<file path="src/hw/rtl/dssm_pkg.sv">
// drum step sequencer package: sizes, opcodes, controller states, command/status types
// no dependencies
`timescale 1ns / 1ps
package dssm_pkg;
  localparam int TRACKS = 7;
  localparam int MAX_STEPS = 64;
  localparam int SAMPLE_DEPTH = 4096;
  localparam int TRK_W = 3;
  localparam int STEP_W = 6;
  localparam int ADDR_W = 12;
  localparam int LEN_W = 13;
  localparam int POS_W = 23;
  localparam int SUM_W = 24;
  localparam int ACC_W = 26;
  localparam int MEM_AW = TRK_W + ADDR_W;
  localparam int MEM_DEPTH = TRACKS * SAMPLE_DEPTH;

  localparam logic [2:0] OP_WRITE_SAMPLE = 3'd0;
  localparam logic [2:0] OP_SET_LENGTH   = 3'd1;
  localparam logic [2:0] OP_WRITE_STEP   = 3'd2;
  localparam logic [2:0] OP_TICK         = 3'd3;
  localparam logic [2:0] OP_RESTART      = 3'd4;

  localparam logic REG_STEP_LENGTH = 1'b0;
  localparam logic REG_STEP_COUNT  = 1'b1;

  typedef enum logic [2:0] {
    S_IDLE, S_SETUP, S_SCAN, S_DRAIN, S_FINISH, S_OUT
  } ctrl_state_t;

  // controller to datapath
  typedef struct packed {
    logic do_write;   // apply a non-tick request
    logic start_tick; // load tick compare values, clear accumulator
    logic scan;       // evaluate one (track, step) pair
    logic finish;     // saturate, update position, load output
  } dp_cmd_t;

  // datapath to controller
  typedef struct packed {
    logic scan_done;  // last pair issued this cycle
    logic pipe_empty; // no memory read in flight
  } dp_status_t;
endpackage

</file>
<file path="src/hw/rtl/dssm_ctrl.sv">
// controller state machine for request handling and tick scanning
// depends on dssm_pkg
`timescale 1ns / 1ps
module dssm_ctrl (
  input  logic clk,
  input  logic rst,
  input  logic in_valid,
  input  logic [2:0] in_opcode,
  output logic in_ready,
  output logic out_valid,
  input  logic out_ready,
  output dssm_pkg::dp_cmd_t cmd,
  input  dssm_pkg::dp_status_t status
);
  import dssm_pkg::*;

  ctrl_state_t state, state_next;
  logic take;

  assign take = in_valid && in_ready;

  // next state
  always_comb begin
    state_next = state;
    case (state)
      S_IDLE:   if (take && in_opcode == OP_TICK) state_next = S_SETUP;
      S_SETUP:  state_next = S_SCAN;
      S_SCAN:   if (status.scan_done) state_next = S_DRAIN;
      S_DRAIN:  if (status.pipe_empty) state_next = S_FINISH;
      S_FINISH: state_next = S_OUT;
      S_OUT:    if (out_ready) state_next = S_IDLE;
      default:  state_next = S_IDLE;
    endcase
  end

  // outputs
  always_comb begin
    in_ready = 1'b0;
    out_valid = 1'b0;
    cmd = '0;
    case (state)
      S_IDLE: begin
        in_ready = 1'b1;
        cmd.do_write = take && in_opcode != OP_TICK;
        cmd.start_tick = take && in_opcode == OP_TICK;
      end
      S_SCAN:   cmd.scan = 1'b1;
      S_FINISH: cmd.finish = 1'b1;
      S_OUT:    out_valid = 1'b1;
      default: begin
      end
    endcase
  end

  always_ff @(posedge clk) begin
    if (rst) begin
      state <= S_IDLE;
    end else begin
      state <= state_next;
    end
  end

  // a result is only offered after a finish cycle
  a_out_after_finish: assert property (@(posedge clk) disable iff (rst)
    $rose(out_valid) |-> $past(cmd.finish)) else $error("result without finish");
  a_no_take_busy: assert property (@(posedge clk) disable iff (rst)
    (state != S_IDLE) |-> !in_ready) else $error("request taken while busy");
  a_scan_ends: assert property (@(posedge clk) disable iff (rst)
    (state == S_SCAN && status.scan_done) |=> state == S_DRAIN)
    else $error("scan did not end");
endmodule

</file>
<file path="config.mk">
export PLATFORM = sky130hd
export DESIGN_NAME = dssm_ctrl
export DESIGN_NICKNAME = d
export VERILOG_FILES = /design/src/hw/rtl/dssm_pkg.sv /design/src/hw/rtl/dssm_ctrl.sv
export SDC_FILE = /design/constraint.sdc
export NUM_CORES = 1
export LEC_CHECK = 0
export BUFFER_PORTS_ARGS = -buffer_cell sky130_fd_sc_hd__buf_2
export CAP_MARGIN = 25
export CORE_AREA = 2 2 39 41
export DETAILED_ROUTE_END_ITERATION = 8
export DIE_AREA = 0 0 41 43
export GPL_TIMING_DRIVEN = 0
export HOLD_SLACK_MARGIN = 0.12
export PLACE_DENSITY_LB_ADDON = 0.15
export SYNTH_ARGS = -nofsm -noshare
export SYNTH_HDL_FRONTEND = slang
export SYNTH_SLANG_ARGS = --single-unit
</file>
<file path="constraint.sdc">
create_clock -name clk -period 1.28 [get_ports clk]
set_clock_uncertainty 0.05 [all_clocks]
set_input_delay 0.384 -clock clk [delete_from_list [all_inputs] [get_ports clk]]
set_output_delay 0.384 -clock clk [all_outputs]
set_load 0.01 [all_outputs]
</file>
Yosys cells after proc, flatten, opt, wreduce, memory -nomap -nowiden
Cells that the tools add are included.

Bits in latches: 0. Register bits: 3. Bits in writable memories: 0. Output and inout port bits: 6. Memories: 0. Input port bits: 9. Logic and storage cells: 27. Bits in read-only memories: 0.

Reductions and logical operators: 5. Mux-type cells: 10. Div/mod/pow operators: 0. Add/sub/neg operators: 0. Magnitude comparators: 0. Shift-type cells: 0. Equal/unequal tests: 11. Multiply operators: 0. Bitwise logic cells: 0.

Operators by type and width (number): one-hot mux 3 bit (6 select lines) (1); 2-to-1 mux 3 bit (4); == test 3 x 2 -> 1 bit, second input constant (3); inequality test 2 bit, second input constant (4); == test 3 bit, second input constant (2); 2-to-1 mux 1 bit (4); AND reduction 4 bit (1); == test 3 x 1 -> 1 bit, second input constant (1); logical AND 1 bit (3); zero test 3 bit (1); inequality test 3 x 2 -> 1 bit, second input constant (1); 2-to-1 mux 2 bit (1).

Logic depth before layout (Yosys ltp)
Gate-level depths: netlist (run 1).

Word-level depth: 6. Depth in mapped cells: 4. Depth with buffers taken out: 3.

Worst setup path before layout (run 1)
OpenSTA, ideal clock, no wires.

Path type: register -> output. Start: register state[1]. End: output port cmd[3] in the netlist's numbering. Data required time: 0.846 ns. Cell stages (with the launch flop): 4. Slack: -0.200 ns. Data arrival time: 1.046 ns. Path buffers: 1. Cells stage by stage: dfxtp_1 -> buf_2 -> nor3_1 -> o211a_1.

RTL lines: from (decl) (RTL line dssm_ctrl.sv:17) `ctrl_state_t state, state_next;`; from (signal assigned) (RTL line dssm_ctrl.sv:59) `state <= state_next;`; to (decl) (RTL line dssm_ctrl.sv:12) `output dssm_pkg::dp_cmd_t cmd,`.

==> results of run 1 <==
==> layout by cell type, fill, tap and decap left out, types with 2 or more instances in the layout <==
cell / netlist / final
a21oi_1: 2 / 2
buf_2: 2 / 14
buf_4: 0 / 9
buf_6: 1 / 4
clkbuf_4: 0 / 3
dfxtp_2: 0 / 2
mux2_4: 1 / 2
nand2_1: 2 / 2
nand4b_1: 2 / 2
nor2_1: 3 / 2
==> worst reg2reg max path, stage by stage, from the launching register on <==
cell and delay (ns):
dfxtp_2 0.31, buf_4 0.13, mux2_4 0.31, o2bb2ai_4 0.14, mux2_4 0.31
==> repair_timing <==
item                       4_1_cts  5_1_grt
pin swaps                        5        0
cloned                           1        0
resized for setup               10        2
setup endpoints to repair        7        7
buffers inserted                 9        0
==> path summary, 6_finish.rpt <==
kind / from / endpoint / slack, ns / cells after the start
hold / removal: rst / state[2] / 0.30 / 2
hold reg to reg: state[0] / state[1] / 0.65 / 3
setup / recovery: state[1] / cmd[3] / -0.28 / 4
setup reg to reg: state[0] / state[0] / -0.09 / 4
==> layer usage <==
layer	vias up	global-route usage	wire [um]
met1	145	0.151	342
met3	2	0.0157	42
met2	11	0.184	466
met5	-	0	0
met4	0	0.120	12
li1	167	-	-
==> cells in the mapped netlist, types with 2 or more instances <==
library cell / number / area [um^2]
a21oi_1: 2 / 10.0
buf_2: 2 / 10.0
dfxtp_1: 3 / 60.1
nand2_1: 2 / 7.51
nand4b_1: 2 / 17.5
nor2_1: 3 / 11.3
==> where the power goes <==
group          internal (uW)  switching, uW
sequential              97.4           2.02
clock                    117           53.8
combinational           51.8           42.8
total                    266           98.7
==> cells by family (layout without fill, tap and decap cells) <==
| kind of cell | Yosys count | count (layout) |
|---|---|---|
| flip-flops | 3 | 3 |
| AO/OA/AOI/OAI | 7 | 7 |
| multiplexers | 2 | 2 |
| buffers and inverters | 4 | 32 |
| AND/OR/NAND/NOR | 14 | 14 |
==> cell type report <==
type	count	area [um^2]
fill	153	871
inverter	1	3.75
timing repair buffer	24	149
sequential	3	62.6
multi-input combinational	23	218
clock buffer	4	26.3
tap	16	20.0
buffer	3	33.8
==> stage by stage <==
stage	setup TNS, ns	instances	cell area (um^2)	hold WS [ns]
after global routing	-1.66	74	513	0.311
final	-1.31	74	513	0.304
after floorplan	-0.0343	30	272	0.403
after CTS	-1.39	74	505	0.295
after detailed placement	-0.417	60	362	0.556
after global placement	-0.406	60	362	0.556
==> results.ini, run 1 <==
[sta]
fmax_ghz=0.643
hold_viol=0
tightest_slew_ns=0.187
slew_viol_final=0
rsz0062_at_grt=yes
fin_crit_ns=1.56
slew_headroom=0.874
finalCritPeriodShare=1.22
layout_setup_ws_ns=-0.276
finalSetupViolCount=7

[die]
initial_core_util=0.184
die_x_um=41
chipHeight_um=43
die_area_mm2=0.00176
fp-row-count=14
io_pins=15
core_mm2=0.00138

[clock_network]
clock_latency_ns=0.24
ctsRootBufferMaster=clkbuf_4
clockBufferDepth=2
cts_hold_buf=0
cts_tree=done
clkTransAtPathRegs_ns=0.04
cts.sinks=3
htreeDepth=1
numCtsBuffers=3

[final_layout]
layout.nets=68
area.growth.synth_to_final_pct=102
layout-drive-gt1-share=0.707
diodes=0
post-route-util=0.371
largest_register=state
largest_reg_flops=3
reg.largest.list=state (3)

[power_and_ir_drop]
peakVddDrop_mv=0.188
finalPower_uw=365
power_density_mw_per_mm2=712
p_leak_uw=0.000252

[run]
cap_violations=0

[placed_design]
place_hpwl_um=490
place.port_buffers=14
routabilityCongestion=0.602
preCtsSetupSlack_ns=-0.184

[run_status]
status=finished with violations
violations=negative setup slack

[synth]
synth_xor_xnor_area_share=0
ys_seq_elements=3
synthArstFlopShare=0
synthMuxAreaShare=0.103
yosys.area_share.adder=0
yosys.area_share.simple=0.345
yosysSeqAreaShare=0.236
ys_types=22
synth_area_um2=254
synth_ff_type=dfxtp_1
yosysWarnings=0
synth_top_family_by_area=simple AND/OR/NAND/NOR gates
avgSynthCellArea_um2=8.47
synth_compound_area_frac=0.217
netlist_instances=30
syn-num-nets=39
synth_edf_count=0

[setup_path]
cp_slowest_stage_delay_ns=0.31
crit_slowest_cell=dfxtp_1
cp_max_fo=6
critPathRequiredTime_ns=0.85
crit_type=reg2out
crit_path_start_kind=flip-flop
endpoint_kind=primary output
worstPathArrival_ns=1.12
cp_top_family=flip-flops
critPathBufInv=2
path_cells=buf_6 > nor3_4 > o211a_1 > buf_2

[detailed_routing]
ant_nets=0
drtIter0Drc=0
vias=325
drt-total-wl_um=863
drtPass1Iterations=1
drc=0
wl_per_cell_um=11.7
via_per_inst=4.39

[global_route]
grt_start_max_net_pins=7
grt_pass1_vias=319
overflow=0
antenna_found_initial=0
grt_pass1_wl_mm=1.37
grt.total_usage=0.127

[min_path]
min_path_type=in2reg

No activity file was read; power rests on OpenSTA's default activity.
==> run 2: changes to the inputs <==
--- a/config.mk
+++ b/config.mk
@@ -13,6 +13,7 @@
 export GPL_TIMING_DRIVEN = 0
 export HOLD_SLACK_MARGIN = 0.12
 export PLACE_DENSITY_LB_ADDON = 0.15
+export SETUP_SLACK_MARGIN = 0.05
 export SYNTH_ARGS = -nofsm -noshare
 export SYNTH_HDL_FRONTEND = slang
 export SYNTH_SLANG_ARGS = --single-unit
==> run 2 against run 1 <==
  * The run still ends with negative setup slack left
  * Critical path type unchanged
  * Maximum frequency grew 0.54%
  * Non-clock buffer count is the same
  * Utilization grew 0.72 points
  * Combinational power grew 7%
==> results.ini, run 2 (same netlist as run 1, synthesis figures left out) <==
[placed_design]
routabilityCongestion=0.631
place.port_buffers=14
place_hpwl_um=487

[setup_path]
worstPathArrival_ns=1.11
crit_slowest_cell=dfxtp_2
critPathBufInv=2
endpoint_kind=primary output
cp_slowest_stage_delay_ns=0.31
critPathRequiredTime_ns=0.85
crit_type=reg2out
crit_path_start_kind=flip-flop
path_cells=buf_6 > nor3_4 > o211a_1 > buf_2
cp_top_family=flip-flops
cp_max_fo=6

[detailed_routing]
drtIter0Drc=3
via_per_inst=4.41
drc=0
vias=326
ant_nets=0
wl_per_cell_um=10.9
drtPass1Iterations=3
drt-total-wl_um=805

[final_layout]
layout_commonest_cell=buf_2
largest_register=state
layout.nets=68
layout-drive-gt1-share=0.724
area.growth.synth_to_final_pct=106
largest_reg_flops=3
post-route-util=0.378
layout_common_cells=12 x buf_2, 10 x buf_4, 5 x buf_6, 3 x clkbuf_4, 3 x dfxtp_2
diodes=0
reg.largest.list=state (3)

[power_and_ir_drop]
power_density_mw_per_mm2=696
p_leak_uw=0.000257
finalPower_uw=364
peakVddDrop_mv=0.228

[die]
chipHeight_um=43
fp-row-count=14
io_pins=15
die_x_um=41
core_mm2=0.00138
die_area_mm2=0.00176
initial_core_util=0.184

[sta]
finalSetupViolCount=7
fin_crit_ns=1.55
slew_headroom=0.884
rsz0062_at_grt=yes
finalSetupTns_ns=-1.37
fmax_ghz=0.646
hold_viol=0
layout_setup_ws_ns=-0.268
tightest_slew_ns=0.172
hold_slack_ns=0.303
slew_viol_final=0
finalCritPeriodShare=1.21

[clock_network]
htreeDepth=1
numCtsBuffers=3
clkTransAtPathRegs_ns=0.04
cts.sinks=3
ctsRootBufferMaster=clkbuf_4
clock_latency_ns=0.23
cts_tree=done
cts_hold_buf=0
clockBufferDepth=2

[global_route]
grt.total_usage=0.109
antenna_found_initial=0
grt_start_max_net_pins=8
overflow=0
grt_pass1_wl_mm=1.34
grt_pass1_vias=349

[run_status]
status=finished with violations
violations=negative setup slack

[min_path]
min_path_type=in2reg

[run]
cap_violations=0

## run 2: cell count changes in the layout (fill, tap and decap cells not counted)
cell	delta
dfxtp_2	+1
buf_2	-2
buf_4	+1
buf_6	+1
dfxtp_1	-1
## run 2: final timing paths
check,startpoint,to,slack (ns),cells past startpoint
hold reg to reg,state[1],state[1],0.63,3
hold / removal,rst,state[2],0.30,2
setup / recovery,state[1],cmd[3],-0.27,4
setup reg to reg,state[0],state[0],-0.06,5
## run 2: what timing repair did
action                                  in CTS  in global routing
endpoints found under the setup margin       7                  7
setup buffers                                8                  2
gates resized for setup                     10                  2
pin swaps                                    5                  4
## run 2: power breakdown
part / total [uW] / internal, uW / switching (uW)
registers: 100 / 97.8 / 2.16
clock network: 163 / 117 / 46.6
logic: 101 / 57.5 / 43.1
## run 2: cell type report
cell class,count,area [um^2]
fill,144,861
multi-input combinational,23,218
timing repair buffer,24,158
sequential,3,63.8
buffer,3,33.8
clock buffer,4,26.3
tap,16,20.0
inverter,1,3.75
## run 2: routing by layer
metal,global-route usage,vias to the layer above,wire (um)
met1,0.132,154,329
met2,0.178,7,440
met3,0.00524,0,34
met4,0.0600,0,0
met5,0,-,0
li1,-,165,-
## run 2: per-stage QoR
| step | worst slack, ns | cell area [um^2] | cells |
|---|---|---|---|
| finish | -0.268 | 523 | 74 |
| CTS | -0.287 | 499 | 72 |
| global placement | -0.183 | 368 | 60 |
| global route | -0.327 | 523 | 74 |
| detailed placement | -0.162 | 368 | 60 |
| floorplan | -0.0128 | 278 | 30 |
## run 2: worst register-to-register path: stages, from the launching register on
cell and delay, ns:
dfxtp_2 0.32, buf_4 0.13, and3b_4 0.19, buf_4 0.14
o2bb2ai_4 0.11, mux2_4 0.29
